`src/hw/rtl/cosp_pkg.sv`:
```
// ---------------------------------------------------------------------------
// CoAP option stream parser package
// Shared types and constants for the byte-serial CoAP parser.
// ---------------------------------------------------------------------------
`default_nettype none

package cosp_pkg;

	localparam int URL_CAPACITY = 64;
	localparam int URL_LEN_W    = $clog2(URL_CAPACITY);

	localparam logic [7:0]  PAYLOAD_MARKER = 8'hFF;
	localparam logic [3:0]  NIB_EXT8       = 4'd13;
	localparam logic [3:0]  NIB_EXT16      = 4'd14;
	localparam logic [3:0]  NIB_RESERVED   = 4'd15;
	localparam logic [16:0] EXT8_BIAS      = 17'd13;
	localparam logic [16:0] EXT16_BIAS     = 17'd269;
	localparam logic [19:0] OPT_URI_PATH   = 20'd11;
	localparam logic [19:0] OPT_CONTENT    = 20'd12;
	localparam logic [7:0]  CHAR_SLASH     = 8'h2F;

	typedef enum logic [1:0] {
		ST_OK        = 2'd0,
		ST_FORMAT    = 2'd1,
		ST_TRUNCATED = 2'd2,
		ST_URL_OVF   = 2'd3
	} status_t;

	typedef enum logic [3:0] {
		PH_HEADER    = 4'd0,
		PH_TOKEN     = 4'd1,
		PH_OPT       = 4'd2,
		PH_DELTA_ONE = 4'd3,
		PH_DELTA_HI  = 4'd4,
		PH_DELTA_LO  = 4'd5,
		PH_LEN_ONE   = 4'd6,
		PH_LEN_HI    = 4'd7,
		PH_LEN_LO    = 4'd8,
		PH_VALUE     = 4'd9,
		PH_PAYLOAD   = 4'd10,
		PH_DISCARD   = 4'd11
	} phase_t;

	typedef enum logic [1:0] {
		KIND_OTHER = 2'd0,
		KIND_URL   = 2'd1,
		KIND_CT    = 2'd2
	} kind_t;

	typedef struct packed {
		logic [7:0] data;
		logic       last;
	} in_word_t;

	typedef struct packed {
		logic        url_char_valid;
		logic [7:0]  url_char;
		logic        payload_valid;
		logic        message_done;
		status_t     parse_status;
		logic [15:0] content_format;
		logic [7:0]  message_code;
		logic [15:0] message_ident;
	} result_t;

endpackage

`default_nettype wire

```
`src/hw/rtl/coap_option_stream_parser_core.sv`:
```
// ---------------------------------------------------------------------------
// CoAP option stream parser
// Byte-serial CoAP header, token and option decoder with Uri-Path output.
// ---------------------------------------------------------------------------
// Takes one message byte per cycle while m_tready does not stall the output,
// tlast on the final byte, and returns one result word per byte through the
// input register, the decode engine and the result register, in that order.
// Uri-Path bytes come out as URL characters with a '/' before each option,
// limited to URL_CAPACITY-1 characters per message; status is sticky within a
// message and all state clears after the last byte.
`default_nettype none

module coap_option_stream_parser_core
	import cosp_pkg::*;
(
	input  wire logic       clk,
	input  wire logic       arst_n,
	input  wire logic       s_tvalid,
	output logic            s_tready,
	input  wire logic [7:0] s_tdata,   // data_byte
	input  wire logic       s_tlast,   // last_byte
	output logic            m_tvalid,
	input  wire logic       m_tready,
	output logic [55:0]     m_tdata,   // url_char, parse_status, content_format,
	                                   // message_code, message_ident, zero pad
	output logic [1:0]      m_tuser,   // url_char_valid, payload_valid
	output logic            m_tlast    // message_done
);

	logic     valid_s1;
	in_word_t word_s1;
	logic     room;
	logic     fire;
	result_t  result;

	assign fire = valid_s1 && room;

	cosp_in_stage u_in (
		.clk      (clk),
		.arst_n   (arst_n),
		.s_tvalid (s_tvalid),
		.s_tready (s_tready),
		.s_tdata  (s_tdata),
		.s_tlast  (s_tlast),
		.take     (room),
		.valid_s1 (valid_s1),
		.word_s1  (word_s1)
	);

	cosp_engine u_engine (
		.clk     (clk),
		.arst_n  (arst_n),
		.fire    (fire),
		.word_s1 (word_s1),
		.result  (result)
	);

	cosp_out_stage u_out (
		.clk      (clk),
		.arst_n   (arst_n),
		.fire     (fire),
		.result   (result),
		.room     (room),
		.m_tvalid (m_tvalid),
		.m_tready (m_tready),
		.m_tdata  (m_tdata),
		.m_tuser  (m_tuser),
		.m_tlast  (m_tlast)
	);

endmodule

`default_nettype wire

```
`src/hw/rtl/cosp_in_stage.sv`:
```
// ---------------------------------------------------------------------------
// CoAP parser input stage
// Registers one incoming byte word ahead of the decode engine.
// ---------------------------------------------------------------------------
`default_nettype none

module cosp_in_stage
	import cosp_pkg::*;
(
	input  wire logic     clk,
	input  wire logic     arst_n,
	input  wire logic     s_tvalid,
	output logic          s_tready,
	input  wire logic [7:0] s_tdata,   // data_byte
	input  wire logic     s_tlast,     // last_byte
	input  wire logic     take,
	output logic          valid_s1,
	output in_word_t      word_s1
);

	assign s_tready = !valid_s1 || take;

	always_ff @(posedge clk or negedge arst_n) begin
		if (!arst_n) begin
			valid_s1 <= 1'b0;
		end else if (s_tready) begin
			valid_s1 <= s_tvalid;
		end
	end

	always_ff @(posedge clk) begin
		if (s_tvalid && s_tready) begin
			word_s1.data <= s_tdata;
			word_s1.last <= s_tlast;
		end
	end

endmodule

`default_nettype wire

```
`src/hw/rtl/cosp_engine.sv`:
```
// ---------------------------------------------------------------------------
// CoAP parser decode engine
// Holds the parse state and computes the result for one byte per cycle while fire is high.
// ---------------------------------------------------------------------------
`default_nettype none

module cosp_engine
	import cosp_pkg::*;
(
	input  wire logic clk,
	input  wire logic arst_n,
	input  wire logic fire,
	input  in_word_t  word_s1,
	output result_t   result
);

	phase_t                 phase_q,    phase_d;
	logic [1:0]             hdr_idx_q,  hdr_idx_d;
	logic [3:0]             tok_rem_q,  tok_rem_d;
	logic [19:0]            opt_num_q,  opt_num_d;
	logic [3:0]             len_nib_q,  len_nib_d;
	logic [7:0]             ext_q,      ext_d;
	logic [16:0]            val_rem_q,  val_rem_d;
	logic [1:0]             val_idx_q,  val_idx_d;
	kind_t                  kind_q,     kind_d;
	logic [15:0]            content_q,  content_d;
	logic [7:0]             code_q,     code_d;
	logic [15:0]            ident_q,    ident_d;
	logic [URL_LEN_W-1:0]   url_len_q,  url_len_d;
	status_t                err_q,      err_d;

	logic        emit_req;
	logic [7:0]  emit_ch;
	logic        url_full;
	logic        add_en;
	logic [16:0] add_val;
	logic [20:0] add_sum;
	logic [19:0] opt_new;

	logic [7:0] b;
	logic [3:0] dnib;
	logic [3:0] lnib;

	assign b    = word_s1.data;
	assign dnib = b[7:4];
	assign lnib = b[3:0];

	assign url_full = url_len_q >= URL_LEN_W'(URL_CAPACITY - 1);
	assign add_sum  = {1'b0, opt_num_q} + 21'(add_val);
	assign opt_new  = add_sum[20] ? '1 : add_sum[19:0];

	// next state
	always_comb begin
		logic do_after;
		logic do_open;
		logic open_phase;
		logic val_dec;

		do_after   = 1'b0;
		do_open    = 1'b0;
		open_phase = 1'b0;
		val_dec    = 1'b0;
		emit_req   = 1'b0;
		emit_ch    = CHAR_SLASH;
		add_en     = 1'b0;
		add_val    = '0;

		phase_d   = phase_q;
		hdr_idx_d = hdr_idx_q;
		tok_rem_d = tok_rem_q;
		opt_num_d = opt_num_q;
		len_nib_d = len_nib_q;
		ext_d     = ext_q;
		val_rem_d = val_rem_q;
		val_idx_d = val_idx_q;
		kind_d    = kind_q;
		content_d = content_q;
		code_d    = code_q;
		ident_d   = ident_q;
		url_len_d = url_len_q;
		err_d     = err_q;

		unique case (phase_q)
			PH_HEADER: begin
				unique case (hdr_idx_q)
					2'd0: tok_rem_d = lnib;
					2'd1: code_d = b;
					2'd2: ident_d = {b, 8'h00};
					default: begin
						ident_d = {ident_q[15:8], b};
						phase_d = (tok_rem_q != 4'd0) ? PH_TOKEN : PH_OPT;
					end
				endcase
				hdr_idx_d = hdr_idx_q + 2'd1;
			end
			PH_TOKEN: begin
				tok_rem_d = tok_rem_q - 4'd1;
				if (tok_rem_d == 4'd0) begin
					phase_d = PH_OPT;
				end
			end
			PH_OPT: begin
				if (b == PAYLOAD_MARKER) begin
					phase_d = PH_PAYLOAD;
				end else begin
					len_nib_d = lnib;
					priority if (dnib == NIB_RESERVED || lnib == NIB_RESERVED) begin
						if (err_d == ST_OK) err_d = ST_FORMAT;
						phase_d = PH_DISCARD;
					end else if (dnib == NIB_EXT8) begin
						phase_d = PH_DELTA_ONE;
					end else if (dnib == NIB_EXT16) begin
						phase_d = PH_DELTA_HI;
					end else begin
						add_en   = 1'b1;
						add_val  = 17'(dnib);
						do_after = 1'b1;
					end
				end
			end
			PH_DELTA_ONE: begin
				add_en   = 1'b1;
				add_val  = 17'(b) + EXT8_BIAS;
				do_after = 1'b1;
			end
			PH_DELTA_HI: begin
				ext_d   = b;
				phase_d = PH_DELTA_LO;
			end
			PH_DELTA_LO: begin
				add_en   = 1'b1;
				add_val  = 17'({ext_q, b}) + EXT16_BIAS;
				do_after = 1'b1;
			end
			PH_LEN_ONE: begin
				val_rem_d = 17'(b) + EXT8_BIAS;
				do_open   = 1'b1;
			end
			PH_LEN_HI: begin
				ext_d   = b;
				phase_d = PH_LEN_LO;
			end
			PH_LEN_LO: begin
				val_rem_d = 17'({ext_q, b}) + EXT16_BIAS;
				do_open   = 1'b1;
			end
			PH_VALUE: begin
				if (kind_q == KIND_URL) begin
					emit_req = 1'b1;
					emit_ch  = b;
				end else if (kind_q == KIND_CT) begin
					if (val_idx_q == 2'd0) begin
						content_d = {8'h00, b};
					end else if (val_idx_q == 2'd1) begin
						content_d = {content_q[7:0], b};
					end
					if (val_idx_q < 2'd2) begin
						val_idx_d = val_idx_q + 2'd1;
					end
				end
				val_dec = 1'b1;
			end
			PH_PAYLOAD: begin
			end
			default: phase_d = PH_DISCARD;
		endcase

		if (add_en) begin
			opt_num_d = opt_new;
		end

		if (do_after) begin
			priority if (len_nib_d == NIB_EXT8) begin
				phase_d = PH_LEN_ONE;
			end else if (len_nib_d == NIB_EXT16) begin
				phase_d = PH_LEN_HI;
			end else begin
				val_rem_d = 17'(len_nib_d);
				do_open   = 1'b1;
			end
		end

		if (do_open) begin
			open_phase = 1'b1;
			priority if (opt_num_d == OPT_URI_PATH) begin
				kind_d   = KIND_URL;
				emit_req = 1'b1;
				emit_ch  = CHAR_SLASH;
			end else if (opt_num_d == OPT_CONTENT) begin
				kind_d    = KIND_CT;
				content_d = '0;
				val_idx_d = '0;
			end else if (opt_num_d[0]) begin
				if (err_d == ST_OK) err_d = ST_FORMAT;
				phase_d = PH_DISCARD;
			end else begin
				kind_d = KIND_OTHER;
			end
		end

		if (emit_req) begin
			if (url_full) begin
				if (err_d == ST_OK) err_d = ST_URL_OVF;
				phase_d = PH_DISCARD;
			end else begin
				url_len_d = url_len_q + URL_LEN_W'(1);
			end
		end

		if (open_phase && phase_d != PH_DISCARD) begin
			phase_d = (val_rem_d != 17'd0) ? PH_VALUE : PH_OPT;
		end

		if (val_dec && phase_d == PH_VALUE) begin
			val_rem_d = val_rem_q - 17'd1;
			if (val_rem_d == 17'd0) begin
				phase_d = PH_OPT;
			end
		end

		if (word_s1.last && err_d == ST_OK && phase_d != PH_OPT &&
		    phase_d != PH_PAYLOAD && phase_d != PH_DISCARD) begin
			err_d = ST_TRUNCATED;
		end
	end

	// outputs
	always_comb begin
		result.url_char_valid = emit_req && !url_full;
		result.url_char       = (emit_req && !url_full) ? emit_ch : 8'h00;
		result.payload_valid  = (phase_q == PH_PAYLOAD);
		result.message_done   = word_s1.last;
		result.parse_status   = err_d;
		result.content_format = content_d;
		result.message_code   = code_d;
		result.message_ident  = ident_d;
	end

	always_ff @(posedge clk or negedge arst_n) begin
		if (!arst_n) begin
			phase_q   <= PH_HEADER;
			hdr_idx_q <= '0;
			tok_rem_q <= '0;
			opt_num_q <= '0;
			len_nib_q <= '0;
			ext_q     <= '0;
			val_rem_q <= '0;
			val_idx_q <= '0;
			kind_q    <= KIND_OTHER;
			content_q <= '0;
			code_q    <= '0;
			ident_q   <= '0;
			url_len_q <= '0;
			err_q     <= ST_OK;
		end else if (fire) begin
			if (word_s1.last) begin
				phase_q   <= PH_HEADER;
				hdr_idx_q <= '0;
				tok_rem_q <= '0;
				opt_num_q <= '0;
				len_nib_q <= '0;
				ext_q     <= '0;
				val_rem_q <= '0;
				val_idx_q <= '0;
				kind_q    <= KIND_OTHER;
				content_q <= '0;
				code_q    <= '0;
				ident_q   <= '0;
				url_len_q <= '0;
				err_q     <= ST_OK;
			end else begin
				phase_q   <= phase_d;
				hdr_idx_q <= hdr_idx_d;
				tok_rem_q <= tok_rem_d;
				opt_num_q <= opt_num_d;
				len_nib_q <= len_nib_d;
				ext_q     <= ext_d;
				val_rem_q <= val_rem_d;
				val_idx_q <= val_idx_d;
				kind_q    <= kind_d;
				content_q <= content_d;
				code_q    <= code_d;
				ident_q   <= ident_d;
				url_len_q <= url_len_d;
				err_q     <= err_d;
			end
		end
	end

endmodule

`default_nettype wire

```
`src/hw/rtl/cosp_out_stage.sv`:
```
// ---------------------------------------------------------------------------
// CoAP parser output stage
// Result register and master-side stream packing.
// ---------------------------------------------------------------------------
`default_nettype none

module cosp_out_stage
	import cosp_pkg::*;
(
	input  wire logic  clk,
	input  wire logic  arst_n,
	input  wire logic  fire,
	input  result_t    result,
	output logic       room,
	output logic       m_tvalid,
	input  wire logic  m_tready,
	output logic [55:0] m_tdata,  // url_char, parse_status, content_format,
	                              // message_code, message_ident, zero pad
	output logic [1:0] m_tuser,   // url_char_valid, payload_valid
	output logic       m_tlast    // message_done
);

	result_t res_s2;

	assign room = !m_tvalid || m_tready;

	always_ff @(posedge clk or negedge arst_n) begin
		if (!arst_n) begin
			m_tvalid <= 1'b0;
		end else if (room) begin
			m_tvalid <= fire;
		end
	end

	always_ff @(posedge clk) begin
		if (fire) begin
			res_s2 <= result;
		end
	end

	assign m_tdata = {6'b0, res_s2.message_ident, res_s2.message_code,
	                  res_s2.content_format, res_s2.parse_status, res_s2.url_char};
	assign m_tuser = {res_s2.payload_valid, res_s2.url_char_valid};
	assign m_tlast = res_s2.message_done;

endmodule

`default_nettype wire
```
`config.mk`:
```
export PLATFORM = sky130hd
export DESIGN_NAME = coap_option_stream_parser_core
export DESIGN_NICKNAME = d
export VERILOG_FILES = /design/src/hw/rtl/cosp_pkg.sv /design/src/hw/rtl/coap_option_stream_parser_core.sv /design/src/hw/rtl/cosp_in_stage.sv /design/src/hw/rtl/cosp_engine.sv /design/src/hw/rtl/cosp_out_stage.sv
export SDC_FILE = /design/constraint.sdc
export NUM_CORES = 1
export LEC_CHECK = 0
export BUFFER_PORTS_ARGS = -buffer_cell sky130_fd_sc_hd__buf_4
export CAP_MARGIN = 15
export CELL_PAD_IN_SITES_DETAIL_PLACEMENT = 0
export CELL_PAD_IN_SITES_GLOBAL_PLACEMENT = 1
export CORE_MARGIN = 2
export CORE_UTILIZATION = 51
export DETAILED_ROUTE_END_ITERATION = 8
export GPL_TIMING_DRIVEN = 1
export PLACE_DENSITY = 0.85
export RECOVER_POWER = 50
export SYNTH_ARGS = -nofsm -noshare
export SYNTH_HDL_FRONTEND = slang
export SYNTH_SLANG_ARGS = --single-unit
```
`constraint.sdc`:
```
create_clock -name clk -period 10.59 [get_ports clk]
set_input_delay 1.059 -clock clk [delete_from_list [all_inputs] [get_ports clk]]
set_output_delay 1.059 -clock clk [all_outputs]
set_load 0.02 [all_outputs]
```
# --- Word-level counts from Yosys, hierarchy flattened ---
# Index checks and enable logic that the tools add are counted.
op_classes:
  mux: 110
  add_sub_neg: 8
  magnitude_cmp: 2
  n_eq_ne: 32
  reduce_logical: 42
op_table:
  columns: ["op", "count"]
  rows:
  - ["$mux W16", 11]
  - ["$mux W17", 8]
  - ["$mux W4", 26]
  - ["$mux W8", 9]
  - ["$mux W2", 30]
  - ["$mux W20", 3]
  - ["$pmux W17 S3", 1]
  - ["$eq A20 B4 Y1 const B", 2]
  - ["$eq A4 B4 Y1 const B", 10]
  - ["$pmux W17 S2", 1]
  - ["$pmux W16 S2", 1]
  - ["$pmux W4 S6", 1]
  - ["$add A20 B17 Y21", 1]
  - ["$mux W6", 3]
  - ["$add A16 B9 Y17 const B", 1]
  - ["$logic_not A17 Y1", 1]
  - ["$reduce_bool A17 Y1", 1]
  - ["$sub A17 B1 Y17 const B", 1]
  - ["$eq A4 B3 Y1 const B", 4]
  - ["$ne A4 B4 Y1 const B", 4]
  - ["$mux W1", 14]
  - ["$logic_not A2 Y1", 6]
  - ["$add A8 B4 Y9 const B", 1]
  - ["$logic_and A1 B1 Y1", 9]
  - ["26 further kinds", 45]
totals:
  elab_cells: 220
  reg_bits: 175
  in_bits: 13

# --- Logic depth before layout (Yosys ltp) ---
logic_depth:
  word_depth: 27
  ltp_mapped: 23

# --- Cells and area by module ---
# A second synthesis with hierarchy kept.
hier_totals:
  cells_unflattened: 1192
  hier_area_um2: 10934.2
by_module_without_submodules:
  columns: ["mod", "seq_area_each_um2", "instances", "area_per_inst_um2", "cells_each"]
  rows:
  - ["cosp_engine", 2777.7, 1, 8916.1, 1115]
  - ["cosp_out_stage", 1616.6, 1, 1687.9, 63]
  - ["cosp_in_stage", 295.3, 1, 324.1, 13]
  - ["coap_option_stream_parser_core", 0.0, 1, 6.3, 1]

# --- Worst setup path before layout ---
# OpenSTA, ideal clock, no wires.
synth_path:
  kind: "reg2reg"
  startpoint: "register u_engine.phase_q[2]"
  endpoint: "register u_engine.url_len_q[5]"
  path_slack_ns: 5.177
  t_arrival_ns: 5.336
  required_time_ns: 10.512
  path_stages_with_launch: 24
  setup_time_ns: 0.078
  cell_sequence: "dfrtp_1 > buf_6 > or4b_1 > buf_2 > a211oi_1 > nand2_1 > o21ai_0 > ha_1 > fa_1 > a211oi_1 > o31ai_1 > o211a_1 > o21ai_1 > nand2_1 > o22ai_1 > or4b_1 > or4_1 > buf_2 > a21bo_1 > buf_6 > clkinv_4 > o21ai_2 > or3_1 > a21boi_1"
synth_between:
  elab_chain_cells: 10
  elab_cells_between_ends: 26
synth_rtl:
  columns: ["item", "line_no", "rtl"]
  rows:
  - ["start, declared", "cosp_engine.sv:17", "phase_t phase_q, phase_d;"]
  - ["start signal, assigned", "cosp_engine.sv:272", "phase_q <= phase_d;"]
  - ["$eq A4 B3 Y1 or $eq A4 B2 Y1 (tied branches)", "cosp_engine.sv:83", "unique case (phase_q)"]
  - ["$pmux W17 S3", "cosp_engine.sv:83", null]
  - ["$add A20 B17 Y21", "cosp_engine.sv:49", "assign add_sum = {1'b0, opt_num_q} + 21'(add_val);"]
  - ["$mux W20", "cosp_engine.sv:50", "assign opt_new = add_sum[20] ? '1 : add_sum[19:0];"]
  - ["$mux W20", "cosp_engine.sv:168", "if (add_en) begin"]
  - ["$eq A20 B4 Y1", "cosp_engine.sv:185", "priority if (opt_num_d == OPT_URI_PATH) begin"]
  - ["$mux W1", "cosp_engine.sv:185", null]
  - ["$mux W1 (*)", "cosp_engine.sv:183", "if (do_open) begin"]
  - ["$reduce_bool A2 Y1 (no source line) (*)", null, null]
  - ["$reduce_and A3 Y1 (no source line) (*)", null, null]
  - ["end signal, assigned", "cosp_engine.sv:284", "url_len_q <= url_len_d;"]
  - ["end, declared", "cosp_engine.sv:29", "logic [URL_LEN_W-1:0] url_len_q, url_len_d;"]
# Mark *: on every way between the ends. The rest lies on a longest branch, timed or not.
# A chain may end at the register's enable or synchronous reset.

# --- Final worst setup path ---
layout_path:
  startpoint: "register u_in.word_s1[1] (netlist name)"
  endpoint: "register u_engine.val_rem_q[1]"
layout_between:
  elab_chain_cells: 21
  elab_cells_between_ends: 51
layout_rtl:
  columns: ["item", "line_no", "rtl"]
  rows:
  - ["parallel branches: the longest is 19 deep, another holds $add A20 B17 Y21", null, null]
  - ["$mux W17 (*)", "cosp_engine.sv:214", "if (val_dec && phase_d == PH_VALUE) begin"]
  - ["$mux W17 (*)", "cosp_engine.sv:256", "if (word_s1.last) begin"]
  - ["end signal, assigned", "cosp_engine.sv:278", "val_rem_q <= val_rem_d;"]
  - ["end, declared", "cosp_engine.sv:23", "logic [16:0] val_rem_q, val_rem_d;"]
# Mark *: on every way between the ends.

==> impl_metrics.env <==
export IMPL_hold_path_startpoint="u_engine.val_idx_q[1]"
export IMPL_cts_sink_cnt=175
export IMPL_finalSetupViolations=0
export IMPL_yosysSeqAreaShare_pct=44.8
export IMPL_whs_path_depth=2
export IMPL_postRouteAntennaNets=0
export IMPL_hold_viol_final=0
export IMPL_path_delay_family="simple AND/OR/NAND/NOR gates"
export IMPL_dpl_instance_area_um2=11100
export IMPL_area_growth_pct=9.24
export IMPL_start_kind="register"
export IMPL_critical_path_max_stage_delay_ns=0.71
export IMPL_tightest_slew_ns=3.84
export IMPL_critical_path_endpoint_type="register"
export IMPL_min_period_ns=7.20
export IMPL_routed_via_density=6.20
export IMPL_whs_endpoint="u_engine.val_idx_q[1]"
export IMPL_fmax_mhz=139
export IMPL_grt_antenna_before_repair=0
export IMPL_finalWeightedCongestion=0.921
export IMPL_core_rowCount=52
export IMPL_core_region_area_um2=20200
export IMPL_final_min_period_over_clock_period_pct=68.0
export IMPL_hold_path_class="register to register"
export IMPL_timing_critical_path_buf_inv=1
export IMPL_power_leakage_nw=4.67
export IMPL_worst_r2r_endpoint="u_engine.val_rem_q[1]"
export IMPL_cts_path_max_buffers=2
export IMPL_synthesis_area_per_instance_um2=9.13
export IMPL_worst_endpoint_required_ns=10.95
export IMPL_power_per_cell_area_nw_per_um2=212
export IMPL_design_die_area_um2=21700
export IMPL_critPathKind="register to register"
export IMPL_post_route_cells_drive_above_1_share_pct=5.99
export IMPL_cts_reportedPaths_clkPinSlew_ns=0.08
export IMPL_r2r_slack_ns=3.39
export IMPL_grt_overflow=0
export IMPL_number_of_enable_type_register_cells_in_the_synthesized_netlist=62
export IMPL_yosysUniqueCellTypes=79
export IMPL_route_final_wire_length_mm=29.3
export IMPL_outcome="finished with violations"
export IMPL_drtIter0Drc=713
export IMPL_grt_pass1_vias=8507
export IMPL_first_pass_grt_wire_length_mm=46.5
export IMPL_insertedDiodeCount=0
export IMPL_slew_limit_headroom_pct=-156
export IMPL_place_ws_ns=3.51
export IMPL_clock_skew_ns=0.0180
export IMPL_setup_total_neg_slack_ns=0
export IMPL_layout_commonest_cell="sky130_fd_sc_hd__nand2_1"
export IMPL_initial_utilization_pct=51.9
export IMPL_hold_buffers=0
export IMPL_grt_total_usage_pct=27.3
export IMPL_cts_htree_levels=4
export IMPL_timing_critical_path_cells="ha_1 -> and3_1 -> a211oi_1 -> nand2_1 -> o21ai_0 -> ha_1 -> fa_1 -> a211oi_1 -> o31ai_1 -> buf_4 -> o211a_1 -> o21ai_1 -> a31oi_1 -> nor4b_2 -> or4b_1 -> or4_1 -> a21oi_2 -> or2_1 -> mux2_1 -> o22ai_1"
export IMPL_layout_common_cells="sky130_fd_sc_hd__nand2_1 (134), sky130_fd_sc_hd__dfrtp_1 (113), sky130_fd_sc_hd__nor2_1 (100), sky130_fd_sc_hd__a21oi_1 (85), sky130_fd_sc_hd__o21ai_0 (76)"
export IMPL_arrival_ns=7.56
export IMPL_cts_root_buf="sky130_fd_sc_hd__clkbuf_16"
export IMPL_io_buffer_count=67
export IMPL_yosys_warnings=0
export IMPL_post_synth_instance_area_um2=10500
export IMPL_die_y_um=147
export IMPL_detail_route_drc_violations=0
export IMPL_cts_repair_resized=0
export IMPL_ys_async_sr_fraction_pct=64.6
export IMPL_route_vias_total=9032
export IMPL_route_detailed_wl_per_inst_um=20.2
export IMPL_critical_path_slowest_cell="sky130_fd_sc_hd__or2_1"
export IMPL_finish_utilization_pct=56.7
export IMPL_finish_net_count=1216
export IMPL_timing_final_max_slew_violations=182
export IMPL_r2r_start="u_in.word_s1[1]"
export IMPL_dp_hpwl_mm=20.1
export IMPL_violations="capacitance limit, slew limit"
export IMPL_drv_max_cap_violation_count=4
export IMPL_die_width_um=147
export IMPL_first_pass_iters=5
export IMPL_cp_max_fo=24
export IMPL_grt_setup_unrepaired="no"
export IMPL_setup_slack_ns=3.39
export IMPL_synthCells=1147
export IMPL_fin_worst_hold_slack_ns=0.475
export IMPL_tritoncts_clock_tree="done"
export IMPL_ff2ff_path_depth=20
export IMPL_vdd_ir_max_mv=0.120
export IMPL_cts_repair_timing_setup_buffer_count=0
export IMPL_postSynthRegisterBits=175
export IMPL_ys_flop_type="sky130_fd_sc_hd__dfrtp_1"
export IMPL_clkLatencyLatePin_ns=0.44
export IMPL_design_area_um2=11400
export IMPL_ios=74
export IMPL_cts_inserted_buffers=17
export IMPL_pin_count_of_the_biggest_net_entering_global_routing=70
worst register-to-register path, stage by stage, from the launching register on:
cell and delay, ns:
sky130_fd_sc_hd__edfxtp_1 0.67, sky130_fd_sc_hd__ha_1 0.34, sky130_fd_sc_hd__and3_1 0.35, sky130_fd_sc_hd__a211oi_1 0.11, sky130_fd_sc_hd__nand2_1 0.10, sky130_fd_sc_hd__o21ai_0 0.12
sky130_fd_sc_hd__ha_1 0.27, sky130_fd_sc_hd__fa_1 0.42, sky130_fd_sc_hd__a211oi_1 0.33, sky130_fd_sc_hd__o31ai_1 0.12, sky130_fd_sc_hd__buf_4 0.17, sky130_fd_sc_hd__o211a_1 0.26
sky130_fd_sc_hd__o21ai_1 0.34, sky130_fd_sc_hd__a31oi_1 0.15, sky130_fd_sc_hd__nor4b_2 0.35, sky130_fd_sc_hd__or4b_1 0.52, sky130_fd_sc_hd__or4_1 0.70, sky130_fd_sc_hd__a21oi_2 0.60
sky130_fd_sc_hd__or2_1 0.71, sky130_fd_sc_hd__mux2_1 0.39, sky130_fd_sc_hd__o22ai_1 0.10
routing by layer:
layer,vias to the layer above,part of all wire [%],track usage (%)
met5,-,0,0
met4,0,1.9,8.27
met3,48,7.2,5.06
met2,351,46,43.0
met1,4349,45,38.7
li1,4284,-,-
synth_stat cells, drive strengths merged (15+ instances only):
cell,n,area share [%]
a22o,49,4.1
xor2,19,1.6
inv,29,1.0
edfxtp,62,18
nor2,101,3.6
mux2i,15,1.4
a21oi,86,4.1
nand2,134,4.8
o21ai,91,4.4
dfrtp,113,27
xnor2,21,1.8
clkbuf,61,2.2
ha,29,3.5
buf,19,1.2
nand3,41,2.0
nor3,26,1.2
o31ai,21,1.5
and3,15,0.90
cells by family (layout without fill, tap and decap cells):
| family | Yosys count | in the layout | synth area share [%] |
|---|---|---|---|
| multiplexers | 20 | 20 | 1.97 |
| AND/OR/NAND/NOR | 411 | 411 | 19.0 |
| buffers and inverters | 111 | 145 | 4.57 |
| adder cells (fa/ha/maj) | 30 | 30 | 3.66 |
| other | 1 | 6 | 0.0358 |
| flip-flops | 175 | 175 | 44.8 |
| AO/OA/AOI/OAI | 359 | 359 | 22.6 |
| XOR/XNOR | 40 | 40 | 3.35 |
report_power, final:
group / total [mW] / internal, mW / switching, mW
logic: 0.909 / 0.323 / 0.586
registers: 0.896 / 0.800 / 0.0956
clock network: 0.615 / 0.314 / 0.302
total: 2.42 / 1.44 / 0.983
area by class of cell:
class	count	area, µm²
Multi-Input combinational cell	866	5330
Fill cell	1854	8730
Inverter	31	121
Clock buffer	17	425
Timing Repair Buffer	82	387
Clock inverter	15	146
Sequential cell	175	4690
Tap cell	270	338
worst max path at each step:
stage                            endpoint                 from  slack [ns]  depth (start not counted)
finish              u_engine.val_rem_q[1]      u_in.word_s1[1]        3.39                         20
CTS                 u_engine.val_rem_q[1]      u_in.word_s1[1]        3.49                         20
floorplan           u_engine.url_len_q[5]  u_engine.phase_q[2]        5.18                         23
detailed placement  u_engine.val_rem_q[1]      u_in.word_s1[1]        3.51                         20
global route        u_engine.val_rem_q[1]      u_in.word_s1[1]        2.96                         20
global placement    u_engine.val_rem_q[1]      u_in.word_s1[1]        3.61                         20
state kept, by name, summed over array words and instances, names as in the netlist, 2 cells and up:
| register | cells |
|---|---|
| u_engine.hdr_idx_q | 2 |
| u_engine.kind_q | 2 |
| u_engine.opt_num_q | 20 |
| u_engine.len_nib_q | 4 |
| u_engine.err_q | 2 |
| u_engine.val_rem_q | 17 |
| u_engine.val_idx_q | 2 |
| u_engine.ext_q | 8 |
| u_engine.ident_q | 16 |
| u_engine.url_len_q | 6 |
| u_engine.content_q | 16 |
| u_out.m_tuser | 2 |
| u_engine.code_q | 8 |
| u_out.m_tdata | 50 |
| u_engine.tok_rem_q | 4 |
| u_in.word_s1 | 9 |
| u_engine.phase_q | 4 |
per-stage QoR:
| stage | power, mW | std cells |
|---|---|---|
| detailed placement | 1.82 | 1423 |
| CTS | 2.44 | 1455 |
| floorplan | 1.56 | 1152 |
| finish | 2.42 | 1456 |
| global placement | 1.82 | 1423 |
| global route | 2.55 | 1456 |
Note: power is estimated with default switching activity, not from simulation.
